===== config.mk =====
export PLATFORM = sky130hd
export DESIGN_NAME = ebml_doctype_sniffer_top
export DESIGN_NICKNAME = d
export VERILOG_FILES = /design/src/hw/rtl/eds_pkg.sv /design/src/hw/rtl/eds_core.sv /design/src/hw/rtl/ebml_doctype_sniffer_top.sv
export SDC_FILE = /design/constraint.sdc
export NUM_CORES = 1
export LEC_CHECK = 0
export ABC_AREA = 1
export BUFFER_PORTS_ARGS = -buffer_cell sky130_fd_sc_hd__buf_2
export CAP_MARGIN = 0
export CORE_MARGIN = 1.5
export CORE_UTILIZATION = 65
export CTS_CLUSTER_DIAMETER = 100
export CTS_CLUSTER_SIZE = 30
export DETAILED_ROUTE_END_ITERATION = 6
export PLACE_DENSITY = 0.95
export SYNTH_ARGS = -nofsm -noshare
export SYNTH_HDL_FRONTEND = slang
export SYNTH_SLANG_ARGS = --single-unit

===== constraint.sdc =====
create_clock -name clk -period 5.5 [get_ports clk]
set_input_delay 1.1 -clock clk [delete_from_list [all_inputs] [get_ports clk]]
set_output_delay 1.1 -clock clk [all_outputs]
set_load 0.01 [all_outputs]

===== src/hw/rtl/eds_pkg.sv =====
// Shared constants, types and tables for the EBML doctype sniffer.
`timescale 1ns / 1ps
package eds_pkg;

  localparam int WINDOW_BYTES = 512;
  localparam int SCAN_LIMIT   = 34;
  localparam int POS_W        = $clog2(WINDOW_BYTES + 1);
  localparam int LEN_W        = 56;

  localparam logic [7:0] ID_HIGH = 8'h42;
  localparam logic [7:0] ID_LOW  = 8'h82;

  localparam logic [2:0] ST_MATCH     = 3'd0;
  localparam logic [2:0] ST_BAD_MAGIC = 3'd1;
  localparam logic [2:0] ST_NO_ID     = 3'd2;
  localparam logic [2:0] ST_MISMATCH  = 3'd3;
  localparam logic [2:0] ST_TRUNC     = 3'd4;
  localparam logic [2:0] ST_UNDECIDED = 3'd7;

  typedef enum logic [2:0] {
    PH_MAGIC,
    PH_SCAN,
    PH_SIZE_FIRST,
    PH_SIZE_REST,
    PH_STRING,
    PH_DONE
  } phase_t;

  typedef struct packed {
    logic       is_webm;
    logic [2:0] status;
    logic [5:0] offset;
  } verdict_t;

  function automatic logic [7:0] magic_byte(input logic [1:0] idx);
    case (idx)
      2'd0:    magic_byte = 8'h1a;
      2'd1:    magic_byte = 8'h45;
      2'd2:    magic_byte = 8'hdf;
      default: magic_byte = 8'ha3;
    endcase
  endfunction

  function automatic logic [7:0] name_byte(input logic [1:0] idx);
    case (idx)
      2'd0:    name_byte = 8'h77;  // w
      2'd1:    name_byte = 8'h65;  // e
      2'd2:    name_byte = 8'h62;  // b
      default: name_byte = 8'h6d;  // m
    endcase
  endfunction

endpackage


===== src/hw/rtl/eds_core.sv =====
// Header parser state and per-byte next-state logic of the doctype sniffer.
`timescale 1ns / 1ps
module eds_core (
  input  logic                clk,
  input  logic                rst_n,
  input  logic                take,
  input  logic [7:0]          data_byte,
  input  logic                last_byte,
  output eds_pkg::verdict_t   verdict
);

  localparam logic [eds_pkg::POS_W-1:0] POS_END  = eds_pkg::POS_W'(eds_pkg::WINDOW_BYTES);
  localparam logic [eds_pkg::POS_W-1:0] POS_SCAN = eds_pkg::POS_W'(eds_pkg::SCAN_LIMIT);

  logic [eds_pkg::POS_W-1:0] pos_r, pos_nxt;
  eds_pkg::phase_t           phase_r, phase_nxt;
  logic                      saw_id_r, saw_id_nxt;
  logic [2:0]                left_r, left_nxt;
  logic [eds_pkg::LEN_W-1:0] len_r, len_nxt;
  logic [eds_pkg::POS_W-1:0] idx_r, idx_nxt;
  logic [2:0]                code_r, code_nxt;
  logic [5:0]                offset_r, offset_nxt;

  logic [eds_pkg::POS_W-1:0] pos_inc;
  logic [2:0]                first_left;
  logic [7:0]                first_len;
  logic [eds_pkg::LEN_W-1:0] rest_len;
  logic [7:0]                want;
  logic [eds_pkg::POS_W-1:0] idx_inc;
  logic [2:0]                status;

  assign pos_inc  = pos_r + 1'b1;
  assign idx_inc  = idx_r + 1'b1;
  assign rest_len = {len_r[eds_pkg::LEN_W-9:0], data_byte};
  assign want     = (idx_r < eds_pkg::POS_W'(4)) ? eds_pkg::name_byte(idx_r[1:0]) : 8'h00;

  // leading zeros of the first size byte; all-zero byte counts as eight bytes
  always_comb begin
    first_left = 3'd7;
    for (int i = 6; i >= 0; i--) begin
      if (data_byte[7-i]) first_left = 3'(i);
    end
    first_len = data_byte;
    first_len[3'd7 - first_left] = 1'b0;
  end

  always_comb begin
    pos_nxt    = pos_r;
    phase_nxt  = phase_r;
    saw_id_nxt = saw_id_r;
    left_nxt   = left_r;
    len_nxt    = len_r;
    idx_nxt    = idx_r;
    code_nxt   = code_r;
    offset_nxt = offset_r;
    if (pos_r != POS_END) begin
      pos_nxt = pos_inc;
      case (phase_r)
        eds_pkg::PH_MAGIC: begin
          if (data_byte != eds_pkg::magic_byte(pos_r[1:0])) begin
            code_nxt  = eds_pkg::ST_BAD_MAGIC;
            phase_nxt = eds_pkg::PH_DONE;
          end else if (pos_r >= eds_pkg::POS_W'(3)) begin
            phase_nxt = eds_pkg::PH_SCAN;
          end
        end
        eds_pkg::PH_SCAN: begin
          if (saw_id_r && data_byte == eds_pkg::ID_LOW) begin
            saw_id_nxt = 1'b0;
            phase_nxt  = eds_pkg::PH_SIZE_FIRST;
          end else if (pos_r >= POS_SCAN) begin
            saw_id_nxt = 1'b0;
            code_nxt   = eds_pkg::ST_NO_ID;
            phase_nxt  = eds_pkg::PH_DONE;
          end else begin
            saw_id_nxt = (data_byte == eds_pkg::ID_HIGH);
          end
        end
        eds_pkg::PH_SIZE_FIRST: begin
          len_nxt  = eds_pkg::LEN_W'(first_len);
          left_nxt = first_left;
          if (first_left == 3'd0) begin
            offset_nxt = pos_inc[5:0];
            idx_nxt    = '0;
            if (first_len < 8'd4) begin
              code_nxt  = eds_pkg::ST_MISMATCH;
              phase_nxt = eds_pkg::PH_DONE;
            end else begin
              phase_nxt = eds_pkg::PH_STRING;
            end
          end else begin
            phase_nxt = eds_pkg::PH_SIZE_REST;
          end
        end
        eds_pkg::PH_SIZE_REST: begin
          len_nxt  = rest_len;
          left_nxt = left_r - 1'b1;
          if (left_r == 3'd1) begin
            offset_nxt = pos_inc[5:0];
            idx_nxt    = '0;
            if (rest_len < eds_pkg::LEN_W'(4)) begin
              code_nxt  = eds_pkg::ST_MISMATCH;
              phase_nxt = eds_pkg::PH_DONE;
            end else begin
              phase_nxt = eds_pkg::PH_STRING;
            end
          end
        end
        eds_pkg::PH_STRING: begin
          if (data_byte != want) begin
            code_nxt  = eds_pkg::ST_MISMATCH;
            phase_nxt = eds_pkg::PH_DONE;
          end else begin
            idx_nxt = idx_inc;
            if (eds_pkg::LEN_W'(idx_inc) >= len_r) begin
              code_nxt  = eds_pkg::ST_MATCH;
              phase_nxt = eds_pkg::PH_DONE;
            end
          end
        end
        default: ;
      endcase
    end
  end

  // verdict as seen after this byte; only used on the last byte
  always_comb begin
    case (phase_nxt)
      eds_pkg::PH_DONE: status = code_nxt;
      eds_pkg::PH_SCAN: status = eds_pkg::ST_NO_ID;
      default:          status = eds_pkg::ST_TRUNC;
    endcase
    verdict.is_webm = (status == eds_pkg::ST_MATCH);
    verdict.status  = status;
    verdict.offset  = (status == eds_pkg::ST_MATCH) ? offset_nxt : 6'd0;
  end

  always_ff @(posedge clk) begin
    if (!rst_n || (take && last_byte)) begin
      pos_r    <= '0;
      phase_r  <= eds_pkg::PH_MAGIC;
      saw_id_r <= 1'b0;
      left_r   <= '0;
      len_r    <= '0;
      idx_r    <= '0;
      code_r   <= eds_pkg::ST_UNDECIDED;
      offset_r <= '0;
    end else if (take) begin
      pos_r    <= pos_nxt;
      phase_r  <= phase_nxt;
      saw_id_r <= saw_id_nxt;
      left_r   <= left_nxt;
      len_r    <= len_nxt;
      idx_r    <= idx_nxt;
      code_r   <= code_nxt;
      offset_r <= offset_nxt;
    end
  end

endmodule


===== src/hw/rtl/ebml_doctype_sniffer_top.sv =====
// Top level of the EBML doctype sniffer: input register, parser, verdict register.
`timescale 1ns / 1ps
// Flow: a last byte goes from the input register into the verdict register, and
//   out_valid rises once it loads; a verdict not yet taken holds the byte in between.
// Throughput: one byte per cycle; the input register drains every cycle unless a
//   last byte waits behind a verdict that has not been taken yet.
// Reset: synchronous, active-low rst_n empties both registers and puts the parser
//   back to checking the magic; the parser also returns there after every last byte.
module ebml_doctype_sniffer_top (
  input  logic       clk,
  input  logic       rst_n,
  input  logic       in_valid,
  output logic       in_ready,
  input  logic [7:0] in_data_byte,
  input  logic       in_last_byte,
  output logic       out_valid,
  input  logic       out_ready,
  output logic       out_is_webm,
  output logic [2:0] out_status,
  output logic [5:0] out_str_offset
);

  // input stage
  logic       s1_valid_r;
  logic [7:0] s1_data_r;
  logic       s1_last_r;
  logic       s1_adv;

  // verdict stage
  logic              out_valid_r;
  eds_pkg::verdict_t out_r;
  eds_pkg::verdict_t verdict;

  // a plain byte always moves on; a last byte needs the verdict slot
  assign s1_adv   = s1_valid_r && (!s1_last_r || !out_valid_r || out_ready);
  assign in_ready = !s1_valid_r || s1_adv;

  always_ff @(posedge clk) begin
    if (!rst_n) begin
      s1_valid_r <= 1'b0;
    end else if (in_ready) begin
      s1_valid_r <= in_valid;
    end
  end

  always_ff @(posedge clk) begin
    if (in_ready && in_valid) begin
      s1_data_r <= in_data_byte;
      s1_last_r <= in_last_byte;
    end
  end

  eds_core u_core (
    .clk       (clk),
    .rst_n     (rst_n),
    .take      (s1_adv),
    .data_byte (s1_data_r),
    .last_byte (s1_last_r),
    .verdict   (verdict)
  );

  // verdict register; loaded only by the last byte of a stream
  always_ff @(posedge clk) begin
    if (!rst_n) begin
      out_valid_r <= 1'b0;
    end else if (s1_adv && s1_last_r) begin
      out_valid_r <= 1'b1;
    end else if (out_ready) begin
      out_valid_r <= 1'b0;
    end
  end

  always_ff @(posedge clk) begin
    if (s1_adv && s1_last_r) begin
      out_r <= verdict;
    end
  end

  assign out_valid      = out_valid_r;
  assign out_is_webm    = out_r.is_webm;
  assign out_status     = out_r.status;
  assign out_str_offset = out_r.offset;

endmodule


==> flow_summary_export.csv <==
group,metric,value,unit
yosys,syn_area,0.006076,mm2
route,avgRoutedWirePerCell,15.26,um
die,io_pins,25,
yosys,netlist_instances,807,
clock_tree,clock_path_buffers,2,
yosys,synth_ff_type,"dfxtp_1",
route,firstDrtPassIters,6,
cells_and_area,multi_input_area,0.003095,mm2
yosys,synth_top_area_cell,"dfxtp_1",
pwr,power.density,320.3,mW/mm2
flow_run,cap_violations,0,
yosys,syn_area_per_cell,7.529,um2
yosys,synth_edf_count,19,
cells_and_area,syn_to_final_growth,11.51,%
critical_path,worstSetupEndpointType,"register",
yosys,synth_common_cells,"nand2_1, dfxtp_1, a21oi_1, inv_1, nor2_1",
placed_design,gp_congestion,0.9430,
timing,fmax,298.6,MHz
yosys,ys_seq_area_share,40.36,%
yosys,synth_top_cell_area_share,30.97,%
critical_path,cp.arrival,3.73,ns
timing,worst_slack,2.151,ns
placed_design,dpl_worst_slack,2.141,ns
grt,antenna_found_initial,0,
yosys,synth-seq-cells,113,
cells_and_area,nFillCells,640,
timing,drv_slew,0,
clock_tree,clk_latency,0.52,ns
timing,finalHoldViolations,0,
timing,worst_pin_slew,1.033,ns
critical_path,critPathTopFamily,"simple AND/OR/NAND/NOR gates",
pwr,power_leakage,2.867,nW
clock_tree,path_clk_slew,0.06,ns
pwr,vdd_ir_drop_max,0.0001775,V
route,drc,0,
yosys,async_reset_ff_share,0,%
yosys,yosys-top-cells-area,"dfxtp_1, edfxtp_1, nand2_1",
route,ant_nets,0,
timing,finClkSkew,0.008095,ns
route,via_count,5703,
status,outcome,"completed",
die,die_h,99.68,um
grt,grt_pass1_vias,5360,
yosys,synth_most_common_cell,"nand2_1",
worst_hold_path,whs_path_depth,2,
critical_path,crit_buf_inv,1,
grt,grt_pass1_wl,24210,um
route,viasPerCell,6.035,
timing,holdWs,0.4646,ns
critical_path,cpPeakStageDelay,0.36,ns
cells_and_area,drive_above_1_share,12.83,%
timing,min_period,3.349,ns
clock_tree,cts_resized,0,
placed_design,place_hpwl,9200,um
pwr,p_total,0.002170,W
worst_hold_path,hold_end,"u_core.len_r[51]",
yosys,syn_nets,840,
clock_tree,cts_htree_levels,4,
yosys,synthDistinctLibCells,50,
critical_path,r2r_slack,2.15,ns
critical_path,r2r-start,"u_core.idx_r[1]",
critical_path,cp_max_fo,7,
critical_path,crit_slowest_cell,"dfxtp_1",
placed_design,post_dp_cell_area,0.006215,mm2
yosys,synth_warnings,0,
clock_tree,hold_buffers,0,
critical_path,critPathRequiredTime,5.88,ns
die,coreArea,0.009153,mm2
die,die_area,0.009936,mm2
route,routed_wl,14420,um
grt,grt_max_degree,77,
clock_tree,cts_tree,"done",
cells_and_area,diodes,0,
critical_path,cp.depth,18,
timing,slew_headroom,31.06,%
die,die_w,99.68,um
clock_tree,cts_root_buffer,"clkbuf_8",
grt,overflow,0,
critical_path,rr_endpoint,"out_str_offset[3]",
clock_tree,cts_sinks,113,
critical_path,cpMostUsedCell,"nand2_2",
timing,tns,0,ns
critical_path,crit_type,"register to register",
die,rows,35,
clock_tree,post-cts-setup-buffer-count,0,
timing,setup_viol,0,
placed_design,port-buffer-count,24,
grt,track_usage,30.29,%
critical_path,path_cells,"inv_1 -> nor4_2 -> nand4_1 -> or2_1 -> nor2_1 -> xor2_1 -> ha_1 -> a21oi_1 -> or3_1 -> nand2_1 -> nand2_2 -> nand2_2 -> nand2_1 -> nand2_2 -> nand3_4 -> nor2_4 -> nand3_4 -> nor2_2",
route,drtIter0Drc,699,
cells_and_area,ff_latch_area,0.002452,mm2
timing,rsz0062_at_grt,"false",
cells_and_area,layout.nets,854,
cells_and_area,fin_area,0.006775,mm2
critical_path,r2r_cells,18,
timing,finalCritPeriodShare,60.89,%
worst_hold_path,min_from,"u_core.len_r[51]",
critical_path,worstSetupStartpointType,"register",
worst_hold_path,min_path_type,"register to register",
die,start_util,66.38,%
clock_tree,cts_buffers,17,
worst max path at each step:
| stage | from | slack [ns] | to |
|---|---|---|---|
| 2_1_floorplan | u_core.idx_r[1] | 2.64 | out_str_offset[0] |
| 3_3_place_gp | out_ready | 2.25 | u_core.pos_r[9] |
| 3_5_place_dp | out_ready | 2.14 | u_core.pos_r[9] |
| 4_1_cts | u_core.idx_r[1] | 2.20 | out_str_offset[3] |
| 5_1_grt | u_core.idx_r[1] | 1.94 | out_str_offset[4] |
| 6_report | u_core.idx_r[1] | 2.15 | out_str_offset[3] |
power breakdown:
group,leakage (nW),internal (W),switching [W]
logic,1.66,0.0000812,0.000173
registers,0.944,0.000867,0.0000279
clock network,0.267,0.000646,0.000375
total,2.87,0.00159,0.000576
cell usage in the layout (no fill, tap or decap), drive strengths merged, types with 3 or more instances in the layout:
| cell type | Yosys | final |
|---|---|---|
| dfxtp | 94 | 94 |
| nand3 | 68 | 68 |
| ha | 20 | 20 |
| a211oi | 30 | 30 |
| buf | 12 | 28 |
| clkinv | 0 | 4 |
| nand3b | 5 | 5 |
| xnor2 | 3 | 3 |
| nor2 | 89 | 89 |
| nor3 | 13 | 13 |
| inv | 100 | 100 |
| o21bai | 3 | 3 |
| nand4 | 9 | 9 |
| a21oi | 92 | 92 |
| clkinvlp | 0 | 3 |
| clkbuf | 21 | 24 |
| o211ai | 8 | 8 |
| edfxtp | 19 | 19 |
| or2 | 4 | 4 |
| nand2 | 156 | 156 |
| xor2 | 13 | 13 |
| nor4 | 4 | 4 |
| o21ai | 30 | 30 |
worst register-to-register path: stages, from the launching register on:
cell     delay [ns]
dfxtp_1        0.36
inv_1          0.12
nor4_2         0.34
nand4_1        0.16
or2_1          0.26
nor2_1         0.12
xor2_1         0.10
ha_1           0.33
a21oi_1        0.09
or3_1          0.36
nand2_1        0.12
nand2_2        0.08
nand2_2        0.08
nand2_1        0.06
nand2_2        0.13
nand3_4        0.09
nor2_4         0.15
nand3_4        0.15
nor2_2         0.11
sequential cells by signal, indices dropped and copies added (netlist names):
| signal | flops |
|---|---|
| u_core.len_r | 56 |
| u_core.idx_r | 10 |
| u_core.pos_r | 10 |
| s1_data_r | 8 |
| out_str_offset | 6 |
| u_core.offset_r | 6 |
| out_status | 3 |
| u_core.code_r | 3 |
| u_core.left_r | 3 |
| u_core.phase_r | 3 |
| out_is_webm | 1 |
| out_valid | 1 |
| s1_last_r | 1 |
| s1_valid_r | 1 |
| u_core.saw_id_r | 1 |
cell families after synthesis:
family,Yosys count,share of synthesized area [%]
XOR/XNOR,16,2.307
AO/OA/AOI/OAI,175,17.67
buffers and inverters,133,8.732
AND/OR/NAND/NOR,350,26.81
adder cells (fa/ha/maj),20,4.119
flip-flops,113,40.36
stage by stage:
step           cells  utilization [%]
3_5_place_dp     913            67.90
4_1_cts          945            74.03
5_1_grt          945            74.03
3_3_place_gp     913            67.90
6_report         945            74.03
2_1_floorplan    807                -
routing by layer:
metal / vias to the layer above / track usage, % / share of wire, %
met5: - / 0 / 0
met4: 0 / 12.68 / 3.3
met3: 78 / 7.730 / 8.2
met2: 302 / 50.55 / 49
met1: 2588 / 37.30 / 40
li1: 2735 / - / -
area by class of cell:
| cell class | count | area share (%) |
|---|---|---|
| timing repair buffer | 28 | 2.216 |
| inverter | 100 | 5.577 |
| multi-input combinational | 561 | 45.69 |
| clock inverter | 8 | 1.182 |
| clock buffer | 24 | 7.091 |
| sequential | 113 | 36.20 |
| tap | 111 | 2.050 |
Power figures use the tool's default switching activity.
